**config.mk**
```make
export PLATFORM = sky130hd
export DESIGN_NAME = number_string_parser
export DESIGN_NICKNAME = d
export VERILOG_FILES = /design/src/rtl/nsp_pkg.sv /design/src/rtl/number_string_parser.sv
export SDC_FILE = /design/constraint.sdc
export NUM_CORES = 1
export LEC_CHECK = 0
export BUFFER_PORTS_ARGS = -buffer_cell sky130_fd_sc_hd__buf_2
export CORE_MARGIN = 1.5
export CORE_UTILIZATION = 61
export DETAILED_ROUTE_END_ITERATION = 8
export GPL_TIMING_DRIVEN = 0
export MAX_ROUTING_LAYER = met4
export PLACE_DENSITY_LB_ADDON = 0.2
export SYNTH_ARGS = -nofsm -noshare
export SYNTH_HDL_FRONTEND = slang
export SYNTH_SLANG_ARGS = --single-unit
```
**constraint.sdc**
```tcl
create_clock -name clk_i -period 4.5 [get_ports clk_i]
set_clock_uncertainty 0.2 [all_clocks]
set_input_delay 0.225 -clock clk_i [delete_from_list [all_inputs] [get_ports clk_i]]
set_output_delay 0.225 -clock clk_i [all_outputs]
set_load 0.005 [all_outputs]
```
**src/rtl/nsp_pkg.sv**
```systemverilog
// Package for the number string parser: character codes, parse phases
// and the hex digit decoder. No dependencies.
package nsp_pkg;

  localparam int unsigned CHAR_W       = 8;
  localparam int unsigned VALUE_W      = 32;
  localparam int unsigned ACC_BITS_DEF = 32;

  localparam logic [CHAR_W-1:0] CH_NUL    = 8'h00;
  localparam logic [CHAR_W-1:0] CH_SPACE  = 8'h20;
  localparam logic [CHAR_W-1:0] CH_DOLLAR = 8'h24;
  localparam logic [CHAR_W-1:0] CH_0      = 8'h30;
  localparam logic [CHAR_W-1:0] CH_9      = 8'h39;
  localparam logic [CHAR_W-1:0] CH_LA     = 8'h61;
  localparam logic [CHAR_W-1:0] CH_LF     = 8'h66;
  localparam logic [CHAR_W-1:0] CH_UA     = 8'h41;
  localparam logic [CHAR_W-1:0] CH_UF     = 8'h46;

  typedef enum logic [1:0] {
    PH_SKIP = 2'd0,
    PH_HEX  = 2'd1,
    PH_DEC  = 2'd2,
    PH_STOP = 2'd3
  } phase_e;

  typedef struct packed {
    logic       valid;
    logic [3:0] nibble;
  } hex_digit_t;

  // Decode one hex digit (0-9, a-f, A-F)
  function automatic hex_digit_t hex_decode(input logic [CHAR_W-1:0] c);
    hex_digit_t d;
    d.valid  = 1'b1;
    d.nibble = 4'd0;
    if (c >= CH_0 && c <= CH_9) begin
      d.nibble = c[3:0];
    end else if ((c >= CH_LA && c <= CH_LF) || (c >= CH_UA && c <= CH_UF)) begin
      d.nibble = c[3:0] + 4'd9;
    end else begin
      d.valid = 1'b0;
    end
    return d;
  endfunction

endpackage

```
**src/rtl/number_string_parser.sv**
```systemverilog
// Number string parser top level: one character per request in, one value
// out per NUL-terminated string. Depends on nsp_pkg.
//
//   channel | handshake                  | payload
//   --------+----------------------------+-----------------
//   in      | in_valid_i / in_stall_o    | char_in_i [7:0]
//   out     | out_valid_o / out_stall_i  | value_o  [31:0]
//
// One character per cycle unless the input stalls. A character is held in
// the input register, then updates phase and accumulator in one step; a NUL
// there loads the result register and raises out_valid_o.
// Reset clears phase, accumulator and both valid flags.
// Input stalls only while a NUL waits in the input register and the result
// register is still held by out_stall_i; other characters keep flowing.
module number_string_parser #(
  parameter int unsigned ACC_BITS = nsp_pkg::ACC_BITS_DEF
) (
  input  logic                         clk_i,
  input  logic                         rst_ni,
  input  logic                         in_valid_i,
  output logic                         in_stall_o,
  input  logic [nsp_pkg::CHAR_W-1:0]   char_in_i,
  output logic                         out_valid_o,
  input  logic                         out_stall_i,
  output logic [nsp_pkg::VALUE_W-1:0]  value_o
);
  import nsp_pkg::*;

  logic                 in_vld_q;
  logic [CHAR_W-1:0]    char_q;
  phase_e               phase_q, phase_d;
  logic [ACC_BITS-1:0]  acc_q, acc_d;
  logic                 out_vld_q, out_vld_d;
  logic [VALUE_W-1:0]   value_q, value_d;

  logic                 is_nul;
  logic                 is_dec;
  hex_digit_t           hex;
  logic                 proc_ok;
  logic                 step;
  logic [ACC_BITS-1:0]  dec_digit;
  logic [ACC_BITS-1:0]  hex_digit;
  logic [ACC_BITS-1:0]  acc_times10;
  logic [ACC_BITS-1:0]  acc_shift4;

  // Decode the registered character
  assign is_nul    = (char_q == CH_NUL);
  assign is_dec    = (char_q >= CH_0) && (char_q <= CH_9);
  assign hex       = hex_decode(char_q);
  assign dec_digit = ACC_BITS'(char_q[3:0]);
  assign hex_digit = ACC_BITS'(hex.nibble);

  // Times ten as two shifts and an add, plus the digit; wraps at ACC_BITS
  assign acc_times10 = (acc_q << 3) + (acc_q << 1) + dec_digit;
  assign acc_shift4  = (acc_q << 4) | hex_digit;

  // Stall only a NUL that cannot yet reach the result register
  assign proc_ok    = !(in_vld_q && is_nul) || !out_vld_q || !out_stall_i;
  assign step       = in_vld_q && proc_ok;
  assign in_stall_o = !proc_ok;

  // Next phase
  always_comb begin
    phase_d = phase_q;
    if (step) begin
      if (is_nul) begin
        phase_d = PH_SKIP;
      end else begin
        unique case (phase_q)
          PH_SKIP: begin
            if (char_q == CH_SPACE) begin
              phase_d = PH_SKIP;
            end else if (char_q == CH_DOLLAR) begin
              phase_d = PH_HEX;
            end else if (is_dec) begin
              phase_d = PH_DEC;
            end else begin
              phase_d = PH_STOP;
            end
          end
          PH_HEX:  phase_d = hex.valid ? PH_HEX : PH_STOP;
          PH_DEC:  phase_d = is_dec ? PH_DEC : PH_STOP;
          PH_STOP: phase_d = PH_STOP;
          default: phase_d = PH_STOP;
        endcase
      end
    end
  end

  // Next accumulator
  always_comb begin
    acc_d = acc_q;
    if (step) begin
      if (is_nul) begin
        acc_d = '0;
      end else begin
        unique case (phase_q)
          PH_SKIP: if (is_dec) acc_d = dec_digit;
          PH_HEX:  if (hex.valid) acc_d = acc_shift4;
          PH_DEC:  if (is_dec) acc_d = acc_times10;
          PH_STOP: acc_d = acc_q;
          default: acc_d = acc_q;
        endcase
      end
    end
  end

  // Fit the accumulator to the value field
  generate
    if (ACC_BITS >= VALUE_W) begin : g_trunc
      assign value_d = acc_q[VALUE_W-1:0];
    end else begin : g_ext
      assign value_d = {{(VALUE_W-ACC_BITS){1'b0}}, acc_q};
    end
  endgenerate

  // Result valid: hold while stalled, else load on a NUL step
  always_comb begin
    if (out_vld_q && out_stall_i) begin
      out_vld_d = 1'b1;
    end else begin
      out_vld_d = step && is_nul;
    end
  end

  // Control registers
  always_ff @(posedge clk_i or negedge rst_ni) begin
    if (!rst_ni) begin
      in_vld_q  <= 1'b0;
      phase_q   <= PH_SKIP;
      acc_q     <= '0;
      out_vld_q <= 1'b0;
    end else begin
      if (proc_ok) begin
        in_vld_q <= in_valid_i;
      end
      phase_q   <= phase_d;
      acc_q     <= acc_d;
      out_vld_q <= out_vld_d;
    end
  end

  // Payload registers
  always_ff @(posedge clk_i) begin
    if (proc_ok && in_valid_i) begin
      char_q <= char_in_i;
    end
    if (step && is_nul) begin
      value_q <= value_d;
    end
  end

  assign out_valid_o = out_vld_q;
  assign value_o     = value_q;

  // Skip phase never carries digits
  a_skip_acc_zero: assert property (@(posedge clk_i) disable iff (!rst_ni)
    (phase_q == PH_SKIP) |-> (acc_q == '0))
    else $error("accumulator nonzero while skipping spaces");

  // A terminator returns the parser to its start state
  a_nul_restarts: assert property (@(posedge clk_i) disable iff (!rst_ni)
    (step && is_nul) |=> (phase_q == PH_SKIP) && (acc_q == '0) && out_vld_q)
    else $error("terminator did not restart the parser");

  // Input stalls only behind a blocked terminator
  a_stall_cause: assert property (@(posedge clk_i) disable iff (!rst_ni)
    in_stall_o |-> (in_vld_q && is_nul && out_vld_q && out_stall_i))
    else $error("input stalled without a waiting terminator");

  // A new result follows a processed terminator
  a_result_source: assert property (@(posedge clk_i) disable iff (!rst_ni)
    $rose(out_vld_q) |-> $past(in_vld_q && is_nul))
    else $error("result raised without a terminator");

endmodule
```
Yosys cells after proc, flatten, opt, wreduce, memory -nomap -nowiden
Cells that the tools add are included.

Memory bits (read-only): 0. Flip-flop bits (word level): 76. Memories kept: 0. Bits of input ports: 12. Bits in writable memories: 0. Latch bits: 0. Logic and storage cells: 59.

Bitwise logic cells: 1. Divide/modulo/power cells: 0. Multiplexer cells: 16. Eq/ne operators: 9. Magnitude comparators: 6. Add/sub/neg operators: 3. Reductions and logical operators: 18. Shifts and indexed selects: 0. Multipliers: 0.

Operators with widths (count): $mux 32 (4); $pmux 32 s3 (1); $add 32x32->32 (1); $add 32x4->32 (1); $or 32x4->32 (1); $eq 8x6->1 const B (2); $ge 8x7->1 const B (2); $le 8x7->1 const B (2); $ne 3x3->1 const B (3); $ge 8x6->1 const B (1); $le 8x6->1 const B (1); $logic_and 1x1->1 (8); $logic_not 8->1 (1); $mux 2 (4); $mux 4 (2); $pmux 2 s4 (1); $reduce_and 5->1 (1); $add 4x4->4 const B (1); $eq 2x2->1 const B (2); $logic_not 1->1 (4); $mux 1 (4); $logic_or 1x1->1 (3); $eq 2x1->1 const B (1); $logic_not 2->1 (1); $ne 2x2->1 const B (1).

Depth between registers and ports, before layout
Depth in word-level cells: 9. Depth in mapped cells: 11. Gate-level depth less buffers: 11.

Worst setup path after synthesis
Ideal clock, no wire load.

Path type: flip-flop to flip-flop. Start: register char_q[3]. End: register acc_q[29]. Setup time: 69 ps. Arrival time: 2847 ps. Period minus slack after synthesis: 3116 ps. Slack: 1384 ps. Cell stages (with the launch flop): 12. Path through: edfxtp_1 inv_1 fa_1 inv_1 ha_1 a211oi_1 o21ai_1 nand3_1 a2111oi_0 a211oi_1 o41a_1 nand3_1.

Longest elaborated chain between the ends: 7. Elaborated cells between the ends (all ways): 27.

Ends and longest elaborated chain: from (decl) (line number_string_parser.sv:30) `logic [CHAR_W-1:0] char_q;`; from (signal assigned) (line number_string_parser.sv:146) `char_q <= char_in_i;`; parallel branches: the longest is 7 deep, another holds $add 32x4->32; to (signal assigned) (line number_string_parser.sv:131) `acc_q <= '0;`; to (signal assigned) (line number_string_parser.sv:138) `acc_q <= acc_d;`; to (decl) (line number_string_parser.sv:32) `logic [ACC_BITS-1:0] acc_q, acc_d;`.

Several ways; the timed one is not identified. The select of a mux whose other input is x is not followed. A chain may end at the register's enable or synchronous reset.

Worst setup path after layout
Ends and elaborated chain as after synthesis.

==> flow_metrics.py <==
metrics = {
    "floorplanning": {
        "die_area_sq_mm": 0.00910,
        "start_util_pct": 63.1,
        "row_count": 33,
        "fp.dieW_um": 95.4,
        "die-height_um": 95.4,
        "pin_count": 46,
        "core_sq_mm": 0.00826,
    },
    "route": {
        "vias": 4517,
        "wirelength_mm": 13.2,
        "drt-pass1-iter-count": 5,
        "drc_errors": 0,
        "wl_per_cell_um": 18.5,
        "drt-initial-drc-count": 291,
        "viasPerCell": 6.33,
        "ant_nets": 0,
    },
    "synth": {
        "syn-instance-count": 536,
        "synth_area_sq_mm": 0.00521,
        "ys_types": 64,
        "yosysTopAreaCellShare_pct": 23.1,
        "synth_warnings": 0,
        "synth_seq_area_share_pct": 40.4,
        "syn_nets": 616,
        "synthTopCellsByArea": "edfxtp_1 (23%), dfrtp_1 (17%), ha_1 (16%), nand2_1 (4.3%), o21ai_0 (4.0%)",
        "async_reset_ff_share_pct": 47.4,
        "yosys_register_bits": 76,
        "synth_top_area_cell": "edfxtp_1",
        "synth-edff-count": 40,
        "ys.flop_type": "edfxtp_1",
        "syn_avg_cell_area_sq_um": 9.72,
    },
    "timing": {
        "hold_ws_ns": 0.301,
        "drv_slew": 0,
        "period_share_pct": 85.5,
        "fin_crit_ns": 3.85,
        "max_freq_ghz": 0.260,
        "rsz0062_at_grt": "false",
        "finalSetupViolations": 0,
        "setup_ws_ns": 0.651,
        "tns_ns": 0,
        "slew_headroom_pct": 41.8,
        "hold_viol": 0,
        "worst_slew_pin_slew_ns": 0.873,
    },
    "clock_tree": {
        "cts.root.buffer_cell": "clkbuf_8",
        "ctsResizeCount": 0,
        "insertion_delay_ns": 0.37,
        "clockBufferDepth": 2,
        "numCtsBuffers": 9,
        "htreeDepth": 3,
        "clkSinkCount": 76,
        "clk_pin_slew_worst_paths_ns": 0.09,
        "post_cts_buffers": 0,
        "cts_tree": "done",
    },
    "setup_path": {
        "startpoint_type": "register",
        "cp_cell_sequence": "inv_1, fa_1, inv_1, ha_1, a211oi_1, o21ai_1, nand3_1, a2111oi_0, a211oi_1, o41a_1, nand3_1",
        "cpLargestDelayFamily": "compound AO/OA/AOI/OAI gates",
        "worst_path_max_delay_cell": "a2111oi_0",
        "worst-path-max-fanout": 5,
        "path_class": "register to register",
        "cpPeakStageDelay_ns": 0.76,
        "worst-path-buf-inv": 2,
        "arrival_ns": 3.95,
        "setup.worst_path.end_class": "register",
        "required_ns": 4.60,
    },
    "grt": {
        "antenna_found_initial": 0,
        "grt_pass1_vias": 4371,
        "grt_max_degree": 37,
        "gr-total-overflow": 0,
        "grt_use_total_pct": 32.1,
        "grt_pass1_wl_mm": 21.5,
    },
    "placement": {
        "io_buffers": 45,
        "hpwl_mm": 9.21,
        "place_ws_ns": 0.329,
        "dpl_cell_area_sq_mm": 0.00557,
        "place_congestion": 0.946,
    },
    "layout": {
        "nets": 684,
        "regArea_sq_mm": 0.00210,
        "final_common_cell": "ha_1",
        "fill_cells": 638,
        "drive_gt1_share_pct": 12.5,
        "diodes": 0,
        "final_cell_mix": "ha_1 (66), nand2_1 (60), buf_2 (48), o21ai_0 (42), edfxtp_1 (40)",
        "multi_input_area_sq_mm": 0.00296,
        "finalInstanceArea_sq_mm": 0.00594,
        "syn_to_final_growth_pct": 14.1,
        "fin_util_pct": 72.0,
    },
    "power": {
        "p_per_area_mw_per_mm2": 556,
        "p_leak_nw": 2.74,
        "ir_drop_uv": 253,
    },
    "run": {
        "maxCapViolCount": 0,
    },
    "worst_hold_path": {
        "hp-class": "register to register",
    },
    "status": {
        "outcome": "finished, final reports clean",
    },
}
-- synthesized netlist by cell type, types with 11 or more instances --
cell,instances
a21oi_1,26
a22oi_1,14
a31oi_1,11
clkbuf_1,15
dfrtp_1,36
edfxtp_1,40
ha_1,66
inv_1,17
nand2_1,60
nand3_1,24
nor2_1,37
o21ai_0,42
xor2_1,12
-- power breakdown --
part	switching [mW]	internal (mW)
Clock	0.279	0.370
Combinational	0.992	0.584
Sequential	0.198	0.885
Total	1.47	1.84
-- registers in the layout (all words and copies together), names as in the netlist --
register     flops
out_valid_o      1
value_o         32
in_vld_q         1
char_q           8
phase_q          2
acc_q           32
-- worst register-to-register path, stage by stage, from the launching register on --
cell and delay [ns]:
edfxtp_1 0.43, inv_1 0.13, fa_1 0.54, inv_1 0.07, ha_1 0.30, a211oi_1 0.09, o21ai_1 0.29, nand3_1 0.19
a2111oi_0 0.76, a211oi_1 0.32, o41a_1 0.39, nand3_1 0.10
-- metal layers --
layer / vias to the layer above / global-route usage (%) / part of all wire [%]
li1: 2162 / - / -
met1: 2162 / 40.6 / 44
met2: 160 / 50.9 / 48
met3: 33 / 4.55 / 5.3
met4: 0 / 14.7 / 2.8
met5: - / - / 0
-- final cells by class --
cell class              instances  share of cell area, %
plain buffers                  20                   1.39
repair buffers                 57                   6.10
clock buffers                  10                   2.15
flip-flops and latches         76                   35.4
inverters                      17                   1.07
multi-input cells             423                   49.8
clock inverters                 6                   1.92
well taps                     105                   2.21
-- what timing repair did --
action                     CTS  global route
hold endpoints to repair    46             0
hold buffers                11             0
setup endpoints to repair    0             0
-- final timing paths --
path / slack [ns] / endpoint / cells after the start / startpoint
setup / recovery: 0.65 / acc_q[29] / 11 / char_q[3]
hold / removal: 0.30 / value_o[29] / 0 / acc_q[29]
setup reg to reg: 0.65 / acc_q[29] / 11 / char_q[3]
hold reg to reg: 0.30 / value_o[29] / 0 / acc_q[29]
max in group asynchronous: 3.23 / phase_q[0] / 2 / rst_ni
min in group asynchronous: 0.31 / acc_q[10] / 2 / rst_ni
-- kinds of logic (layout without fill, tap and decap cells) --
logic type / Yosys count / count (layout) / share of synthesized area [%]
compound gates: 165 / 165 / 21.1
simple gates: 165 / 165 / 14.8
flops: 76 / 76 / 40.4
fa+ha+maj: 68 / 68 / 16.6
buf+inv: 37 / 110 / 2.81
xor+xnor: 22 / 22 / 3.70
mux: 3 / 3 / 0.577
-- stage by stage --
stage               power [mW]  std cells
CTS                       3.28        713
global route              3.56        714
floorplan                 2.20        536
detailed placement        2.62        686
global placement          2.56        686
finish                    3.31        714
No activity file was read; power rests on OpenSTA's default activity.
